<file path="src/hw/rtl/pfm_pkg.sv">
// ----------------------------------------------------------------------------
// Packet filter matcher package
// Shared constants and types for the packet filter matcher.
// ----------------------------------------------------------------------------
`timescale 1ns / 1ps
`default_nettype none

package pfm_pkg;

    localparam int PATTERN_MAX = 8;
    localparam int IDX_W       = (PATTERN_MAX > 1) ? $clog2(PATTERN_MAX) : 1;
    localparam int PADDR_W     = 6;
    localparam int PDATA_W     = 64;
    localparam int REG_IDX_W   = 3;

    localparam logic [REG_IDX_W-1:0] REG_ENABLE_MASK    = 3'd0;
    localparam logic [REG_IDX_W-1:0] REG_MATCH_PROTOCOL = 3'd1;
    localparam logic [REG_IDX_W-1:0] REG_MATCH_PORT     = 3'd2;
    localparam logic [REG_IDX_W-1:0] REG_MATCH_HOST     = 3'd3;
    localparam logic [REG_IDX_W-1:0] REG_TEXT_PATTERN   = 3'd4;
    localparam logic [REG_IDX_W-1:0] REG_TEXT_LENGTH    = 3'd5;
    localparam logic [REG_IDX_W-1:0] REG_HEX_PATTERN    = 3'd6;
    localparam logic [REG_IDX_W-1:0] REG_HEX_LENGTH     = 3'd7;

    localparam int EN_PROTOCOL = 0;
    localparam int EN_PORT     = 1;
    localparam int EN_HOST     = 2;
    localparam int EN_TEXT     = 3;
    localparam int EN_HEX      = 4;

    localparam logic OP_HEADER  = 1'b0;
    localparam logic OP_PAYLOAD = 1'b1;

    typedef struct packed {
        logic [4:0]  enable_mask;
        logic [7:0]  match_protocol;
        logic [15:0] match_port;
        logic [31:0] match_host;
        logic [63:0] text_pattern;
        logic [3:0]  text_length;
        logic [63:0] hex_pattern;
        logic [3:0]  hex_length;
    } t_cfg;

    typedef struct packed {
        logic shift;
        logic clear;
    } t_cell_ctl;

    typedef struct packed {
        logic text;
        logic hex;
    } t_cell_match;

endpackage

`default_nettype wire

</file>
<file path="src/hw/rtl/pfm_cfg_regs.sv">
// ----------------------------------------------------------------------------
// Packet filter matcher configuration registers
// APB-style register file holding the filter settings.
// ----------------------------------------------------------------------------
`timescale 1ns / 1ps
`default_nettype none

module pfm_cfg_regs (
    input  wire logic                        i_clk,
    input  wire logic                        i_rst_n,
    input  wire logic                        psel,
    input  wire logic                        penable,
    input  wire logic                        pwrite,
    input  wire logic [pfm_pkg::PADDR_W-1:0] paddr,
    input  wire logic [pfm_pkg::PDATA_W-1:0] pwdata,
    output logic      [pfm_pkg::PDATA_W-1:0] prdata,
    output logic                             pready,
    output pfm_pkg::t_cfg                    o_cfg
);

    pfm_pkg::t_cfg                  r_cfg;
    logic [pfm_pkg::REG_IDX_W-1:0]  reg_idx;
    logic                           wr_en;

    assign reg_idx = paddr[pfm_pkg::PADDR_W-1:3];
    assign wr_en   = psel & penable & pwrite;
    assign pready  = 1'b1;
    assign o_cfg   = r_cfg;

    always_ff @(posedge i_clk) begin
        if (!i_rst_n) begin
            r_cfg <= '0;
        end else if (wr_en) begin
            case (reg_idx)
                pfm_pkg::REG_ENABLE_MASK:    r_cfg.enable_mask    <= pwdata[4:0];
                pfm_pkg::REG_MATCH_PROTOCOL: r_cfg.match_protocol <= pwdata[7:0];
                pfm_pkg::REG_MATCH_PORT:     r_cfg.match_port     <= pwdata[15:0];
                pfm_pkg::REG_MATCH_HOST:     r_cfg.match_host     <= pwdata[31:0];
                pfm_pkg::REG_TEXT_PATTERN:   r_cfg.text_pattern   <= pwdata[63:0];
                pfm_pkg::REG_TEXT_LENGTH:    r_cfg.text_length    <= pwdata[3:0];
                pfm_pkg::REG_HEX_PATTERN:    r_cfg.hex_pattern    <= pwdata[63:0];
                pfm_pkg::REG_HEX_LENGTH:     r_cfg.hex_length     <= pwdata[3:0];
                default: begin
                end
            endcase
        end
    end

    always_comb begin
        case (reg_idx)
            pfm_pkg::REG_ENABLE_MASK:    prdata = {59'd0, r_cfg.enable_mask};
            pfm_pkg::REG_MATCH_PROTOCOL: prdata = {56'd0, r_cfg.match_protocol};
            pfm_pkg::REG_MATCH_PORT:     prdata = {48'd0, r_cfg.match_port};
            pfm_pkg::REG_MATCH_HOST:     prdata = {32'd0, r_cfg.match_host};
            pfm_pkg::REG_TEXT_PATTERN:   prdata = r_cfg.text_pattern;
            pfm_pkg::REG_TEXT_LENGTH:    prdata = {60'd0, r_cfg.text_length};
            pfm_pkg::REG_HEX_PATTERN:    prdata = r_cfg.hex_pattern;
            pfm_pkg::REG_HEX_LENGTH:     prdata = {60'd0, r_cfg.hex_length};
            default:                     prdata = '0;
        endcase
    end

endmodule

`default_nettype wire

</file>
<file path="src/hw/rtl/pfm_match_cell.sv">
// ----------------------------------------------------------------------------
// Packet filter matcher prefix cell
// One pattern position: records whether the pattern prefix ending here
// matches the payload run ending at the newest word, for both patterns.
// ----------------------------------------------------------------------------
`timescale 1ns / 1ps
`default_nettype none

module pfm_match_cell (
    input  wire logic                 i_clk,
    input  wire logic                 i_rst_n,
    input  wire pfm_pkg::t_cell_ctl   i_ctl,
    input  wire logic [7:0]           i_byte,
    input  wire logic [7:0]           i_text_byte,
    input  wire logic [7:0]           i_hex_byte,
    input  wire pfm_pkg::t_cell_match i_prev,
    output pfm_pkg::t_cell_match      o_match,
    output pfm_pkg::t_cell_match      o_next
);

    pfm_pkg::t_cell_match r_match;
    pfm_pkg::t_cell_match n_match;

    always_comb begin
        n_match.text = i_prev.text & (i_byte == i_text_byte);
        n_match.hex  = i_prev.hex  & (i_byte == i_hex_byte);
    end

    always_ff @(posedge i_clk) begin
        if (!i_rst_n) begin
            r_match <= '0;
        end else if (i_ctl.clear) begin
            r_match <= '0;
        end else if (i_ctl.shift) begin
            r_match <= n_match;
        end
    end

    assign o_match = r_match;
    assign o_next  = n_match;

endmodule

`default_nettype wire

</file>
<file path="src/hw/rtl/packet_filter_matcher_top.sv">
// ----------------------------------------------------------------------------
// Packet filter matcher
// Header filters, payload pattern search and verdict output.
// ----------------------------------------------------------------------------
// Each packet is a header word followed by payload words; the word with last
// set yields one accept verdict. The block takes one word every cycle while
// o_stall is low: the payload search is a row of eight prefix cells, one per
// pattern byte, each updated once per payload word. A verdict is registered
// in the output register, or in a skid register while the output is held;
// input goes on while one verdict waits to be taken and stalls while the skid is full.
// Registers sit at byte address 8*i on a 64-bit APB-style port.
`timescale 1ns / 1ps
`default_nettype none

module packet_filter_matcher_top (
    input  wire logic                        i_clk,
    input  wire logic                        i_rst_n,
    input  wire logic                        psel,
    input  wire logic                        penable,
    input  wire logic                        pwrite,
    input  wire logic [pfm_pkg::PADDR_W-1:0] paddr,
    input  wire logic [pfm_pkg::PDATA_W-1:0] pwdata,
    output logic      [pfm_pkg::PDATA_W-1:0] prdata,
    output logic                             pready,
    input  wire logic                        i_valid,
    output logic                             o_stall,
    input  wire logic                        i_op,
    input  wire logic [7:0]                  i_protocol,
    input  wire logic                        i_ports_present,
    input  wire logic [15:0]                 i_source_port,
    input  wire logic [15:0]                 i_dest_port,
    input  wire logic                        i_has_addresses,
    input  wire logic [31:0]                 i_src_addr,
    input  wire logic [31:0]                 i_dst_addr,
    input  wire logic                        i_carries_payload,
    input  wire logic [7:0]                  i_payload_byte,
    input  wire logic                        i_last,
    output logic                             o_valid,
    input  wire logic                        i_stall,
    output logic                             o_accept
);

    localparam int PM = pfm_pkg::PATTERN_MAX;

    pfm_pkg::t_cfg        cfg;
    pfm_pkg::t_cell_ctl   cell_ctl;
    pfm_pkg::t_cell_match cell_prev [PM];
    pfm_pkg::t_cell_match cell_reg  [PM];
    pfm_pkg::t_cell_match cell_next [PM];

    logic [PM-1:0]                text_next;
    logic [PM-1:0]                hex_next;
    logic [3:0]                   text_lm1;
    logic [3:0]                   hex_lm1;
    logic                         text_hit;
    logic                         hex_hit;
    logic                         in_take;
    logic                         is_hdr;
    logic                         is_pay;
    logic                         hdr_ok;
    logic                         text_ok;
    logic                         hex_ok;
    logic                         res_valid;
    logic                         res_accept;
    logic                         out_take;

    logic r_header_pass;
    logic r_payload_present;
    logic r_text_found;
    logic r_hex_found;
    logic r_out_valid;
    logic r_out_accept;
    logic r_skid_valid;
    logic r_skid_accept;

    pfm_cfg_regs u_cfg (
        .i_clk   (i_clk),
        .i_rst_n (i_rst_n),
        .psel    (psel),
        .penable (penable),
        .pwrite  (pwrite),
        .paddr   (paddr),
        .pwdata  (pwdata),
        .prdata  (prdata),
        .pready  (pready),
        .o_cfg   (cfg)
    );

    assign in_take = i_valid & ~o_stall;
    assign is_hdr  = in_take & (i_op == pfm_pkg::OP_HEADER);
    assign is_pay  = in_take & (i_op == pfm_pkg::OP_PAYLOAD);

    assign cell_ctl.shift = is_pay;
    assign cell_ctl.clear = is_hdr | (in_take & i_last);

    for (genvar j = 0; j < PM; j++) begin : g_cell
        if (j == 0) begin : g_first
            assign cell_prev[j] = '{text: 1'b1, hex: 1'b1};
        end else begin : g_rest
            assign cell_prev[j] = cell_reg[j-1];
        end

        pfm_match_cell u_cell (
            .i_clk       (i_clk),
            .i_rst_n     (i_rst_n),
            .i_ctl       (cell_ctl),
            .i_byte      (i_payload_byte),
            .i_text_byte (cfg.text_pattern[8*j +: 8]),
            .i_hex_byte  (cfg.hex_pattern[8*j +: 8]),
            .i_prev      (cell_prev[j]),
            .o_match     (cell_reg[j]),
            .o_next      (cell_next[j])
        );

        assign text_next[j] = cell_next[j].text;
        assign hex_next[j]  = cell_next[j].hex;
    end

    assign text_lm1 = 4'(cfg.text_length - 4'd1);
    assign hex_lm1  = 4'(cfg.hex_length - 4'd1);
    assign text_hit = (cfg.text_length != 4'd0) && (cfg.text_length <= 4'(PM))
                      && text_next[text_lm1[pfm_pkg::IDX_W-1:0]];
    assign hex_hit  = (cfg.hex_length != 4'd0) && (cfg.hex_length <= 4'(PM))
                      && hex_next[hex_lm1[pfm_pkg::IDX_W-1:0]];

    always_comb begin
        hdr_ok = 1'b1;
        if (cfg.enable_mask[pfm_pkg::EN_PROTOCOL] && (i_protocol != cfg.match_protocol)) begin
            hdr_ok = 1'b0;
        end
        if (cfg.enable_mask[pfm_pkg::EN_PORT] && (!i_ports_present ||
            ((i_source_port != cfg.match_port) && (i_dest_port != cfg.match_port)))) begin
            hdr_ok = 1'b0;
        end
        if (cfg.enable_mask[pfm_pkg::EN_HOST] && (!i_has_addresses ||
            ((i_src_addr != cfg.match_host) && (i_dst_addr != cfg.match_host)))) begin
            hdr_ok = 1'b0;
        end
    end

    assign text_ok = ~cfg.enable_mask[pfm_pkg::EN_TEXT] |
                     (r_payload_present & (r_text_found | text_hit));
    assign hex_ok  = ~cfg.enable_mask[pfm_pkg::EN_HEX] |
                     (r_payload_present & (r_hex_found | hex_hit));

    assign res_valid = in_take & i_last;
    always_comb begin
        if (i_op == pfm_pkg::OP_HEADER) begin
            res_accept = hdr_ok & ~cfg.enable_mask[pfm_pkg::EN_TEXT] &
                         ~cfg.enable_mask[pfm_pkg::EN_HEX];
        end else begin
            res_accept = r_header_pass & text_ok & hex_ok;
        end
    end

    always_ff @(posedge i_clk) begin
        if (!i_rst_n) begin
            r_header_pass     <= 1'b0;
            r_payload_present <= 1'b0;
            r_text_found      <= 1'b0;
            r_hex_found       <= 1'b0;
        end else if (in_take) begin
            if (i_last) begin
                r_header_pass     <= 1'b0;
                r_payload_present <= 1'b0;
                r_text_found      <= 1'b0;
                r_hex_found       <= 1'b0;
            end else if (i_op == pfm_pkg::OP_HEADER) begin
                r_header_pass     <= hdr_ok;
                r_payload_present <= i_carries_payload;
                r_text_found      <= 1'b0;
                r_hex_found       <= 1'b0;
            end else begin
                r_text_found      <= r_text_found | text_hit;
                r_hex_found       <= r_hex_found | hex_hit;
            end
        end
    end

    assign out_take = r_out_valid & ~i_stall;

    always_ff @(posedge i_clk) begin
        if (!i_rst_n) begin
            r_out_valid  <= 1'b0;
            r_skid_valid <= 1'b0;
        end else if (res_valid) begin
            if (!r_out_valid || out_take) begin
                r_out_valid  <= 1'b1;
                r_out_accept <= res_accept;
            end else begin
                r_skid_valid  <= 1'b1;
                r_skid_accept <= res_accept;
            end
        end else if (out_take) begin
            if (r_skid_valid) begin
                r_out_accept <= r_skid_accept;
                r_skid_valid <= 1'b0;
            end else begin
                r_out_valid  <= 1'b0;
            end
        end
    end

    assign o_stall  = r_skid_valid;
    assign o_valid  = r_out_valid;
    assign o_accept = r_out_accept;

endmodule

`default_nettype wire

</file>
<file path="config.mk">
export PLATFORM = sky130hd
export DESIGN_NAME = packet_filter_matcher_top
export DESIGN_NICKNAME = d
export VERILOG_FILES = /design/src/hw/rtl/pfm_pkg.sv /design/src/hw/rtl/pfm_cfg_regs.sv /design/src/hw/rtl/pfm_match_cell.sv /design/src/hw/rtl/packet_filter_matcher_top.sv
export SDC_FILE = /design/constraint.sdc
export NUM_CORES = 1
export LEC_CHECK = 0
export ABC_CLOCK_PERIOD_IN_PS = 3500
export BUFFER_PORTS_ARGS = -buffer_cell sky130_fd_sc_hd__buf_4
export CORE_ASPECT_RATIO = 1.75
export CORE_MARGIN = 3
export CORE_UTILIZATION = 35
export DETAILED_ROUTE_END_ITERATION = 8
export SYNTH_ARGS = -nofsm -noshare
export SYNTH_HDL_FRONTEND = slang
export SYNTH_SLANG_ARGS = --single-unit
</file>
<file path="constraint.sdc">
create_clock -name i_clk -period 3.5 [get_ports i_clk]
set_input_delay 0.35 -clock i_clk [delete_from_list [all_inputs] [get_ports i_clk]]
set_output_delay 0.35 -clock i_clk [all_outputs]
set_load 0.01 [all_outputs]
</file>
After elaboration in Yosys (flattened, before gate mapping). Cells that the tools add are included.

Add/sub/neg operators: 2. Magnitude comparators: 4. Equal/unequal tests: 32. Mux-type cells: 28. Bitwise gates (word level): 39. Reductions and logical operators: 34.

Operators with widths (count): case mux 64 bit (8 select lines) (1); == test 8 bit (16); inequality test 32 bit (2); inequality test 16 bit (2); AND 1 bit (27); two-way mux 1 bit (25); AND reduction 2 bit (10); == test 3 bit, second input constant (4); logical AND 1 bit (9); <= comparator 4 bit, second input constant (2); < comparator 3 x 4 -> 1 bit, second input constant (2); inequality test 8 bit (1); nonzero test 4 bit (2); NOT 1 bit (7); binary-select mux 1 bit (select 3 bit) (2); == test 3 x 2 -> 1 bit, second input constant (2); AND reduction 3 bit (2); subtractor 3 x 1 -> 3 bit, second input constant (2); OR 1 bit (5); inequality test 2 x 1 -> 1 bit, second input constant (2); inequality test 2 bit, second input constant (2); AND reduction 4 bit (1); nonzero test 2 bit (2); == test 3 x 1 -> 1 bit, second input constant (1); 4 further kinds (8).

Flip-flop bits (word level): 219. Output and inout port bits: 68. Word-level logic and storage cells: 169.

Logic depth before layout (Yosys ltp). Gate-level depths: netlist of run 1.

Depth after elaboration: 13. Depth in mapped cells: 10. Mapped depth without buffers: 10.

By module. A second synthesis of run 1 with hierarchy kept.

Cells, all modules: 1414. Area total of the unflattened synthesis: 12786.0 um^2.

Modules (own cells, without submodules): pfm_cfg_regs (instances 1, cells each 921, area an instance 8779.7 um^2, sequential area each 3943.8 um^2); pfm_match_cell (instances 8, cells each 34, area an instance 269.0 um^2, sequential area each 40.0 um^2); packet_filter_matcher_top (instances 1, cells each 221, area an instance 1854.3 um^2, sequential area each 180.2 um^2).

Worst setup path before layout of run 1. OpenSTA, ideal clock, no wires.

Path kind: reg-to-reg. Start point: register u_cfg.r_cfg (netlist bit u_cfg.o_cfg[0]). End point: register r_out_accept (netlist: o_accept) (data pin). Setup time: 152 ps. Arrival: 2125 ps. Required time: 3348 ps. Slack: 1223 ps. Stages on the path, launching flop included: 9. Path buffers: 0. Period minus slack after synthesis: 2277 ps. Cells stage by stage: dfxtp_1 inv_1 ha_1 nor4_1 a211oi_1 or4_1 a31oi_1 o2111ai_1 a31oi_1.

Word-level cells in the longest chain between the ends: 11. Elaborated cells on any way between the ends: 14.

Ends and longest elaborated chain: start: declaration (line pfm_cfg_regs.sv:21) `pfm_pkg::t_cfg r_cfg;`; subtractor 3 x 1 -> 3 bit (line packet_filter_matcher_top.sv:120) `assign hex_lm1 = 4'(cfg.hex_length - 4'd1);`; binary-select mux 1 bit (select 3 bit) (line packet_filter_matcher_top.sv:124) `&& hex_next[hex_lm1[pfm_pkg::IDX_W-1:0]];`; two-way mux 1 bit (not written as such) (line packet_filter_matcher_top.sv:124); logical AND 1 bit * (line packet_filter_matcher_top.sv:124); OR 1 bit * (line packet_filter_matcher_top.sv:144) `(r_payload_present & (r_hex_found | hex_hit));`; AND 1 bit * (line packet_filter_matcher_top.sv:144); OR 1 bit * (line packet_filter_matcher_top.sv:143) `assign hex_ok = ~cfg.enable_mask[pfm_pkg::EN_HEX] |`; AND 1 bit * (line packet_filter_matcher_top.sv:152) `res_accept = r_header_pass & text_ok & hex_ok;`; two-way mux 1 bit * (line packet_filter_matcher_top.sv:148) `if (i_op == pfm_pkg::OP_HEADER) begin`; two-way mux 1 bit * (line packet_filter_matcher_top.sv:187) `if (!r_out_valid || out_take) begin`; two-way mux 1 bit * (line packet_filter_matcher_top.sv:186) `end else if (res_valid) begin`; end signal: assignment (line packet_filter_matcher_top.sv:189) `r_out_accept <= res_accept;`; end signal: assignment (line packet_filter_matcher_top.sv:196) `r_out_accept <= r_skid_accept;`; end: declaration (line packet_filter_matcher_top.sv:72) `logic r_out_accept;`.

Every way passes the cells marked *; elsewhere a longest branch is shown, timed or not. The select of a mux whose other input is x is not followed. A chain may end at the register's enable or synchronous reset.

Final worst setup path of run 1.
Start point: register u_cfg.r_cfg (netlist bit u_cfg.o_cfg[136]). End point: register r_out_accept (netlist: o_accept) (data pin).

Word-level cells in the longest chain between the ends: 10. Elaborated cells on any way between the ends: 11.

Ends and longest elaborated chain: inequality test 32 bit (line packet_filter_matcher_top.sv:136) `((i_src_addr != cfg.match_host) && (i_dst_addr != cfg.match_host)))) begin`; logical AND 1 bit * (line packet_filter_matcher_top.sv:136); logical OR 1 bit * (line packet_filter_matcher_top.sv:135) `if (cfg.enable_mask[pfm_pkg::EN_HOST] && (!i_has_addresses ||`; logical AND 1 bit * (line packet_filter_matcher_top.sv:135); two-way mux 1 bit * (line packet_filter_matcher_top.sv:135); AND 1 bit * (2 in a row) (line packet_filter_matcher_top.sv:149) `res_accept = hdr_ok & ~cfg.enable_mask[pfm_pkg::EN_TEXT] &`; two-way mux 1 bit * (line packet_filter_matcher_top.sv:148); two-way mux 1 bit * (line packet_filter_matcher_top.sv:187); two-way mux 1 bit * (line packet_filter_matcher_top.sv:186).

Marked as above.

==> flow_metrics.py, run 1 <==
metrics = {
    "outcome": {
        "status": "completed",
    },
    "worst_setup_path": {
        "critPathArrivalTime_ns": 3.43,
        "worstSetupStartpointType": "flip-flop",
        "cp_slowest_cell": "dfxtp_1",
        "timing.rr.start": "u_cfg.o_cfg[136]",
        "rrSetupSlack_ns": 0.45,
        "path_max_fanout": 4,
        "reg2reg_depth": 10,
        "slowest_delay_ns": 0.58,
        "rr_endpoint": "o_accept",
        "required_ns": 3.87,
        "cp-end-kind": "flip-flop",
        "path_cells": "xor2_1 -> nor4_1 -> buf_4 -> nand4_1 -> o22ai_1 -> buf_4 -> nand2_1 -> a221o_1 -> or4_4 -> a31oi_1",
        "cp_common_cell": "buf_4",
        "critPathKind": "reg -> reg",
    },
    "clock_network": {
        "clk_pin_slew_worst_paths_ns": 0.07,
        "postCtsHoldBufs": 0,
        "root_buffer": "clkbuf_16",
        "insertion_delay_ns": 0.53,
        "cts_made_buffers": 23,
        "cts_resized": 0,
        "clk_path_buf_depth": 3,
        "cts_setup_buffers": 0,
        "cts_tree": "done",
        "htreeDepth": 1,
        "cts_num_sinks": 219,
    },
    "hold_path": {
        "hold_path.class": "in -> reg",
        "min_from": "pwdata[41]",
        "hold_end": "u_cfg.o_cfg[45]",
        "hold_depth": 3,
    },
    "sta": {
        "hold_viol": 0,
        "fmax_mhz": 327,
        "rsz0062_at_grt": "no",
        "setup_viol_count_final": 0,
        "min_period_ns": 3.05,
        "skew_ns": 0.0175,
        "drv_slew": 0,
        "worstMarginPinSlew_ns": 0.789,
        "relSlewSlack_pct": 47.4,
        "period_share_pct": 87.3,
        "tns_ns": 0,
    },
    "die": {
        "core_area_um2": 35300,
        "rows": 91,
        "die_w_um": 149,
        "initial_core_util_pct": 35.5,
        "die_h_um": 256,
        "die_area_um2": 38200,
        "top_level_ports": 262,
    },
    "placed_design": {
        "port_buffers": 257,
        "dpl.hpwl_um": 33500,
        "globalplace.congestion": 0.856,
    },
    "cells_and_area": {
        "nets": 1961,
        "layout_common_cells": "412 x nand2_1, 285 x buf_4, 217 x dfxtp_1",
        "drive_gt1_share_pct": 18.8,
        "layout_commonest_cell": "nand2_1",
        "area_growth_pct": 25.1,
        "nFillCells": 3570,
    },
    "routing": {
        "wl_um": 45900,
        "drtIter0Drc": 592,
        "dr.max_layer_used": "met4",
        "drt-wirelength-per-cell_um": 20.4,
        "first_pass_iters": 4,
        "antenna_left": 0,
        "wl_met3_um": 1850,
        "avgViaCountPerCell": 5.12,
        "drc": 0,
        "vias": 11501,
        "route.layer.met1.wl_um": 17300,
        "wl_met2_um": 25000,
    },
    "grt": {
        "grt_antenna_before_repair": 1,
        "overflow": 0,
        "globalRouteTotalUtil_pct": 23.0,
        "grt_pass1_vias": 11628,
        "grt_pass1_wl_um": 68800,
        "grt_max_degree": 118,
    },
    "synthesis": {
        "async_flop_share_pct": 0,
        "ys_types": 52,
        "yosys_warnings": 0,
        "synthCells": 1560,
        "yosysSeqAreaShare_pct": 35.2,
        "syn_nets": 1756,
        "yosys_most_used_dff": "dfxtp_1",
        "ys_ff_latch": 219,
        "syn_avg_cell_area_um2": 8.02,
        "synth_edf_count": 2,
        "synth.cell_area_um2": 12500,
    },
    "pwr": {
        "p_per_area_nw_per_um2": 375,
        "fin_total_pwr_mw": 5.88,
        "leakage_nw": 6.02,
        "ir_worst_vdd_mv": 0.274,
    },
    "run": {
        "maxCapViolCount": 0,
    },
}
-- kinds of logic (layout without fill, tap and decap cells) --
| family | Yosys count | count (layout) | share of synthesized area, % |
|---|---|---|---|
| flops | 219 | 219 | 35.2 |
| xor+xnor | 233 | 233 | 16.3 |
| buf+inv | 120 | 340 | 3.91 |
| mux | 96 | 96 | 7.88 |
| fa+ha+maj | 2 | 2 | 0.200 |
| compound gates | 270 | 270 | 15.2 |
| other cells | 1 | 2 | 0.0300 |
| simple gates | 619 | 619 | 21.3 |
-- sequential cells by signal, summed over array words and instances (netlist names) --
register               count
g_cell.u_cell.o_match     14
o_accept                   1
o_stall                    1
o_valid                    1
r_header_pass              1
r_hex_found                1
r_payload_present          1
r_skid_accept              1
r_text_found               1
u_cfg.o_cfg              197
-- per-stage QoR --
step	util (%)	cell area [µm²]	setup WS [ns]	hold WS, ns	instances
6_report	44.4	15700	0.446	0.0939	2246
5_1_grt	44.4	15700	0.330	0.0841	2246
4_1_cts	44.4	15700	0.380	0.0721	2245
3_5_place_dp	42.1	14900	0.411	0.446	2205
3_3_place_gp	42.1	14900	0.436	0.435	2205
2_1_floorplan	-	12500	1.22	0.428	1560
-- worst max-delay path: cells and delay by family, from the launching register on --
| family | cells | cell delay, ns |
|---|---|---|
| xor gates and xnor gates | 1 | 0.12 |
| and+or+nand+nor | 4 | 1.06 |
| DFF | 1 | 0.58 |
| buffers and inverters | 2 | 0.37 |
| AOI/OAI and AO/OA | 3 | 0.77 |
-- cells in the mapped netlist, types with 13 or more instances --
library cell / n / area (µm²)
nand3_1: 23 / 115
mux2i_1: 94 / 941
dfxtp_1: 217 / 4340
nor2b_1: 25 / 156
nor3_1: 19 / 95.1
nor4_1: 38 / 238
nand4_1: 24 / 150
nor2_1: 55 / 206
a21oi_1: 25 / 125
xor2_1: 132 / 1160
buf_2: 13 / 65.1
o21ai_0: 27 / 135
a21boi_0: 180 / 1350
clkbuf_1: 78 / 293
nand2_1: 413 / 1550
xnor2_1: 101 / 885
o22ai_1: 14 / 87.6
-- layout make-up --
| type | count | area (µm²) | share of cell area (%) |
|---|---|---|---|
| Multi-Input combinational cell | 1221 | 7640 | 48.8 |
| Sequential cell | 219 | 4400 | 28.1 |
| Timing Repair Buffer | 287 | 2180 | 13.9 |
| Clock buffer | 31 | 646 | 4.12 |
| Tap cell | 465 | 582 | 3.71 |
| Clock inverter | 9 | 154 | 0.983 |
| Inverter | 13 | 48.8 | 0.312 |
| Antenna cell | 1 | 2.50 | 0.0160 |
-- per-layer routing --
metal  track usage, %  vias to the layer above
met2             44.1                      334
met5                0                        -
met3             2.25                       88
met4             9.44                        0
li1                 -                     5644
met1             25.4                     5435
-- where the power goes --
group	switching [mW]	total, mW	leakage, nW	internal (mW)
clock	1.08	2.67	0.391	1.59
combinational	0.353	0.667	3.87	0.314
sequential	0.0229	2.54	1.77	2.51
-- how the worst max path moves through the flow --
stage	start	endpoint	slack (ns)	cells after the start
after detailed placement	u_cfg.o_cfg[136]	o_accept	0.41	10
after global routing	u_cfg.o_cfg[136]	o_accept	0.33	10
after CTS	u_cfg.o_cfg[136]	o_accept	0.38	10
after global placement	u_cfg.o_cfg[136]	o_accept	0.44	10
after floorplan	u_cfg.o_cfg[0]	o_accept	1.22	8
final	u_cfg.o_cfg[136]	o_accept	0.45	10
Note: power is estimated with default switching activity, not from simulation.
==> inputs of run 2 (changes only) <==
--- a/config.mk
+++ b/config.mk
@@ -9,8 +9,10 @@
 export BUFFER_PORTS_ARGS = -buffer_cell sky130_fd_sc_hd__buf_4
 export CORE_ASPECT_RATIO = 1.75
 export CORE_MARGIN = 3
-export CORE_UTILIZATION = 35
+export CORE_UTILIZATION = 50
 export DETAILED_ROUTE_END_ITERATION = 8
+export PLACE_DENSITY = 0.74
+export REMOVE_ABC_BUFFERS = 1
 export SYNTH_ARGS = -nofsm -noshare
 export SYNTH_HDL_FRONTEND = slang
 export SYNTH_SLANG_ARGS = --single-unit
==> run 2 against run 1 <==
Effect of this change:
- cell area fell by 1.6%
- clock skew fell by 0.0084 ns
- die area fell by 29%
- cell count fell by 7.2%
- clock power fell by 5%
- first-iteration DRC count rose by 65%
- maximum frequency rose by 7.0%
- combinational power fell by 0.9%
- critical path type unchanged
- largest cell class unchanged
- largest power group is now registers
==> flow_metrics.py, run 2 (synthesis gave the netlist of run 1 again) <==
metrics = {
    "outcome": {
        "status": "completed",
    },
    "cells_and_area": {
        "area_growth_pct": 23.1,
        "largest_register_ffs": 197,
        "layout_commonest_cell": "nand2_1",
        "nets": 1954,
        "stdcell_area_um2": 15400,
        "nFillCells": 2231,
        "drive_gt1_share_pct": 18.5,
        "final_core_util_pct": 62.5,
        "layout_common_cells": "412 x nand2_1, 281 x buf_4, 217 x dfxtp_1",
    },
    "worst_setup_path": {
        "reg2reg_depth": 8,
        "critPathArrivalTime_ns": 3.20,
        "cp_common_cell": "a31oi_1",
        "worstSetupStartpointType": "flip-flop",
        "required_ns": 3.85,
        "slowest_delay_ns": 0.57,
        "cp-end-kind": "flip-flop",
        "path_max_fanout": 8,
        "rr_endpoint": "o_accept",
        "path_cells": "inv_1 -> ha_1 -> nor4_1 -> a211oi_1 -> or4_1 -> a31oi_1 -> o2111ai_1 -> a31oi_1",
        "path_delay_family": "simple AND/OR/NAND/NOR gates",
        "crit_buf_inv": 1,
        "cp_slowest_cell": "or4_1",
        "timing.rr.start": "u_cfg.o_cfg[0]",
        "rrSetupSlack_ns": 0.65,
        "critPathKind": "reg -> reg",
    },
    "pwr": {
        "p_per_area_nw_per_um2": 372,
        "fin_total_pwr_mw": 5.74,
        "leakage_nw": 5.98,
        "ir_worst_vdd_mv": 0.295,
    },
    "routing": {
        "drt-wirelength-per-cell_um": 20.1,
        "antenna_left": 0,
        "drc": 0,
        "avgViaCountPerCell": 5.65,
        "wl_met2_um": 21500,
        "dr.max_layer_used": "met4",
        "vias": 11777,
        "route.layer.met1.wl_um": 15300,
        "wl_um": 41900,
        "wl_met3_um": 2160,
        "drtIter0Drc": 976,
        "first_pass_iters": 5,
    },
    "sta": {
        "worstMarginPinSlew_ns": 0.866,
        "drv_slew": 0,
        "fmax_mhz": 350,
        "setup_viol_count_final": 0,
        "setup_ws_ns": 0.646,
        "period_share_pct": 81.5,
        "skew_ns": 0.00912,
        "relSlewSlack_pct": 42.2,
        "hold_viol": 0,
        "rsz0062_at_grt": "no",
        "min_period_ns": 2.85,
    },
    "placed_design": {
        "place_ws_ns": 0.696,
        "port_buffers": 257,
        "dpl.hpwl_um": 30600,
        "dpl_cell_area_um2": 14600,
        "globalplace.congestion": 0.903,
    },
    "clock_network": {
        "clk_pin_slew_worst_paths_ns": 0.07,
        "htreeDepth": 1,
        "cts_setup_buffers": 0,
        "postCtsHoldBufs": 0,
        "cts_num_sinks": 219,
        "clk_path_buf_depth": 3,
        "cts_tree": "done",
        "cts_made_buffers": 20,
        "root_buffer": "clkbuf_16",
        "insertion_delay_ns": 0.50,
        "cts_resized": 0,
    },
    "hold_path": {
        "hold_path.class": "in -> reg",
        "min_from": "pwdata[48]",
        "hold_end": "u_cfg.o_cfg[120]",
        "hold_depth": 3,
    },
    "grt": {
        "grt_antenna_before_repair": 1,
        "grt_max_degree": 104,
        "grt_pass1_vias": 11703,
        "grt_pass1_wl_um": 64500,
        "overflow": 0,
        "globalRouteTotalUtil_pct": 29.7,
    },
    "die": {
        "die_area_um2": 27000,
        "rows": 76,
        "die_h_um": 215,
        "initial_core_util_pct": 50.8,
        "top_level_ports": 262,
        "die_w_um": 126,
        "core_area_um2": 24600,
    },
    "run": {
        "maxCapViolCount": 0,
    },
}
==> run 2: changes by cell type in the layout (fill, tap and decap cells not counted), sizes merged <==
cell,previous run,this run
bufinv,4,5
inv,13,12
clkinv,4,3
buf,287,283
clkbuf,31,28
==> run 2: per-stage QoR <==
| stage | instances | hold slack [ns] | setup TNS [ns] |
|---|---|---|---|
| 3_3_place_gp | 2048 | 0.439 | 0 |
| 4_1_cts | 2084 | 0.110 | 0 |
| 3_5_place_dp | 2048 | 0.448 | 0 |
| 2_1_floorplan | 1453 | 0.428 | -133.65 |
| 6_report | 2085 | 0.116 | 0 |
| 5_1_grt | 2085 | 0.122 | 0 |
==> run 2: worst min-delay path: stages <==
cell      delay, ns
buf_4          0.11
nand2_1        0.04
a21boi_0       0.06
==> run 2: layer usage <==
layer | GRT usage, % | up-vias
met4 | 18.1 | 0
met2 | 52.8 | 437
li1 | - | 5630
met3 | 3.01 | 131
met1 | 33.7 | 5579
met5 | 0 | -
==> run 2: where the power goes <==
part	internal [mW]	switching, mW
combinational	0.315	0.346
sequential	2.51	0.0225
clock	1.56	0.985
total	4.38	1.35
==> run 2: area by class of cell <==
| cell class | count | area, µm² | area share, % |
|---|---|---|---|
| Multi-Input combinational cell | 1221 | 7640 | 49.6 |
| Sequential cell | 219 | 4400 | 28.6 |
| Timing Repair Buffer | 283 | 2150 | 14.0 |
| Clock buffer | 28 | 592 | 3.84 |
| Tap cell | 312 | 390 | 2.53 |
| Clock inverter | 8 | 171 | 1.11 |
| Inverter | 13 | 48.8 | 0.317 |
| Antenna cell | 1 | 2.50 | 0.0162 |
==> run 2: worst max-delay path by stage <==
| stage | endpoint | depth (start not counted) | start | slack (ns) |
|---|---|---|---|---|
| after global routing | o_accept | 8 | u_cfg.o_cfg[0] | 0.45 |
| after global placement | o_accept | 10 | i_payload_byte[1] | 0.73 |
| after detailed placement | o_accept | 10 | i_payload_byte[1] | 0.70 |
| final | o_accept | 8 | u_cfg.o_cfg[0] | 0.65 |
| after CTS | o_accept | 8 | u_cfg.o_cfg[0] | 0.66 |
| after floorplan | u_cfg.o_cfg[100] | 5 | paddr[3] | -1.56 |
==> inputs of run 3 (changes only) <==
--- a/config.mk
+++ b/config.mk
@@ -5,7 +5,7 @@
 export SDC_FILE = /design/constraint.sdc
 export NUM_CORES = 1
 export LEC_CHECK = 0
-export ABC_CLOCK_PERIOD_IN_PS = 3500
+export ABC_CLOCK_PERIOD_IN_PS = 2650
 export BUFFER_PORTS_ARGS = -buffer_cell sky130_fd_sc_hd__buf_4
 export CORE_ASPECT_RATIO = 1.75
 export CORE_MARGIN = 3
==> constraint.sdc (replaced) <==
create_clock -name i_clk -period 2.65 [get_ports i_clk]
set_input_delay 0.265 -clock i_clk [delete_from_list [all_inputs] [get_ports i_clk]]
set_output_delay 0.265 -clock i_clk [all_outputs]
set_load 0.01 [all_outputs]
==> run 3 against run 2 <==
Effect of this change:
- maximum frequency up 12%
- cell count up 1.7%
- power rose by 34%
- sequential cell count unchanged
- first-iteration DRC count is 8.7% lower
- largest cell class unchanged
- largest power group is now the clock network
==> flow_metrics.py, run 3 (synthesis gave the netlist of run 1 again) <==
metrics = {
    "worst_setup_path": {
        "path_delay_family": "simple AND/OR/NAND/NOR gates",
        "cp-end-kind": "flip-flop",
        "reg2reg_depth": 8,
        "critPathArrivalTime_ns": 2.90,
        "crit_buf_inv": 0,
        "cp_slowest_cell": "dfxtp_1",
        "slowest_delay_ns": 0.50,
        "worstSetupStartpointType": "flip-flop",
        "rrSetupSlack_ns": 0.10,
        "path_cells": "xor2_1 -> nor4_2 -> nand4_1 -> o22ai_1 -> nand2_1 -> a221o_1 -> or4_4 -> a31oi_1",
        "required_ns": 3.01,
        "rr_endpoint": "o_accept",
        "timing.rr.start": "u_cfg.o_cfg[148]",
        "critPathKind": "reg -> reg",
        "path_max_fanout": 4,
    },
    "sta": {
        "skew_ns": 0.0138,
        "worstMarginPinSlew_ns": 0.823,
        "tns_ns": 0,
        "setup_viol_count_final": 0,
        "drv_slew": 0,
        "min_period_ns": 2.55,
        "rsz0062_at_grt": "no",
        "fin_hold_ws_ns": 0.0151,
        "hold_viol": 0,
        "fmax_mhz": 393,
        "period_share_pct": 96.1,
        "relSlewSlack_pct": 45.1,
    },
    "die": {
        "rows": 76,
        "top_level_ports": 262,
        "die_area_um2": 27000,
        "die_w_um": 126,
        "core_area_um2": 24600,
        "die_h_um": 215,
        "initial_core_util_pct": 50.8,
    },
    "cells_and_area": {
        "final_core_util_pct": 64.0,
        "nFillCells": 2176,
        "nets": 1987,
        "drive_gt1_share_pct": 20.7,
        "layout_common_cells": "412 x nand2_1, 308 x buf_4, 215 x dfxtp_1",
        "largest_register_ffs": 197,
        "layoutNonFillerInstCount": 2120,
        "stdcell_area_um2": 15800,
        "area_growth_pct": 25.9,
        "layout_commonest_cell": "nand2_1",
    },
    "routing": {
        "drc": 0,
        "wl_um": 42100,
        "drt-wirelength-per-cell_um": 19.9,
        "first_pass_iters": 5,
        "antenna_left": 0,
        "avgViaCountPerCell": 5.62,
        "vias": 11919,
        "drtIter0Drc": 891,
    },
    "hold_path": {
        "hold_path.class": "in -> reg",
        "hold_end": "u_cfg.o_cfg[119]",
        "hold_depth": 3,
        "min_from": "pwdata[47]",
    },
    "pwr": {
        "p_int_mw": 5.81,
        "p_sw_share_pct": 24.3,
        "leakage_nw": 6.18,
        "power_frac_seq_pct": 43.7,
        "pwr-share-clk_pct": 44.6,
        "p_sw_mw": 1.86,
        "ir_worst_vdd_mv": 0.465,
        "comb_power_share_pct": 11.8,
        "p_per_area_nw_per_um2": 486,
    },
    "clock_network": {
        "cts_num_sinks": 219,
        "htreeDepth": 1,
        "clk_pin_slew_worst_paths_ns": 0.07,
        "cts_made_buffers": 22,
        "cts_setup_buffers": 0,
        "root_buffer": "clkbuf_16",
        "postCtsHoldBufs": 0,
        "insertion_delay_ns": 0.51,
        "clk_path_buf_depth": 3,
        "cts_tree": "done",
    },
    "grt": {
        "grt_max_degree": 95,
        "overflow": 0,
        "grt_pass1_vias": 11731,
        "grt_antenna_before_repair": 1,
        "grt_pass1_wl_um": 64100,
        "globalRouteTotalUtil_pct": 29.6,
    },
    "placed_design": {
        "dpl.hpwl_um": 30400,
        "globalplace.congestion": 0.917,
        "place_inst": 2079,
        "port_buffers": 257,
        "dpl_cell_area_um2": 14900,
    },
    "outcome": {
        "status": "completed",
    },
    "run": {
        "maxCapViolCount": 0,
    },
}
[run 3: worst max-delay path by stage]
stage	from	to	slack, ns	cells after the start
final	u_cfg.o_cfg[148]	o_accept	0.10	8
after global placement	u_cfg.o_cfg[149]	o_accept	0.01	10
after global routing	u_cfg.o_cfg[156]	o_accept	0.0002	9
after floorplan	paddr[3]	u_cfg.o_cfg[100]	-2.32	5
after CTS	u_cfg.o_cfg[148]	o_accept	0.03	8
after detailed placement	u_cfg.o_cfg[149]	o_accept	0.006	10
[run 3: power groups by stage]
stage	combinational, mW	sequential [mW]	clock (mW)
floorplan	0.327	3.42	0
detailed placement	0.884	3.42	0
finish	0.901	3.35	3.42
global route	0.959	3.35	3.56
global placement	0.875	3.42	0
CTS	0.892	3.35	3.45
[run 3: layout make-up]
class	instances	area [µm²]	area share, %
multi-input combinational	1221	7680	48.8
sequential	219	4410	28.0
timing repair buffer	314	2430	15.4
clock buffer	29	659	4.18
tap	312	390	2.48
clock inverter	11	138	0.873
inverter	13	48.8	0.310
antenna	1	2.50	0.0159
[run 3: timing repair]
| item | CTS | global route |
|---|---|---|
| pin swaps | 0 | 1 |
| resized for setup | 1 | 8 |
| endpoints found under the setup margin | 1 | 2 |
[run 3: worst register-to-register path, stage by stage (launching register included)]
cell     delay, ns
dfxtp_1       0.50
xor2_1        0.16
nor4_2        0.37
nand4_1       0.14
o22ai_1       0.19
nand2_1       0.10
a221o_1       0.37
or4_4         0.42
a31oi_1       0.17
[run 3: per-layer routing]
metal  up-vias  share of wire, %  GRT usage [%]
li1       5688                 -              -
met1      5599                36           32.6
met2       497                52           54.1
met3       135               6.0           2.81
met4         0               6.8           17.7
met5         -                 0              0
[run 3: stage by stage]
stage                     worst slack [ns]  power (mW)
after floorplan                      -2.32        3.74
after global placement              0.0137        4.30
after detailed placement           0.00576        4.31
after CTS                           0.0264        7.69
after global routing              0.000190        7.87
final                                0.102        7.67
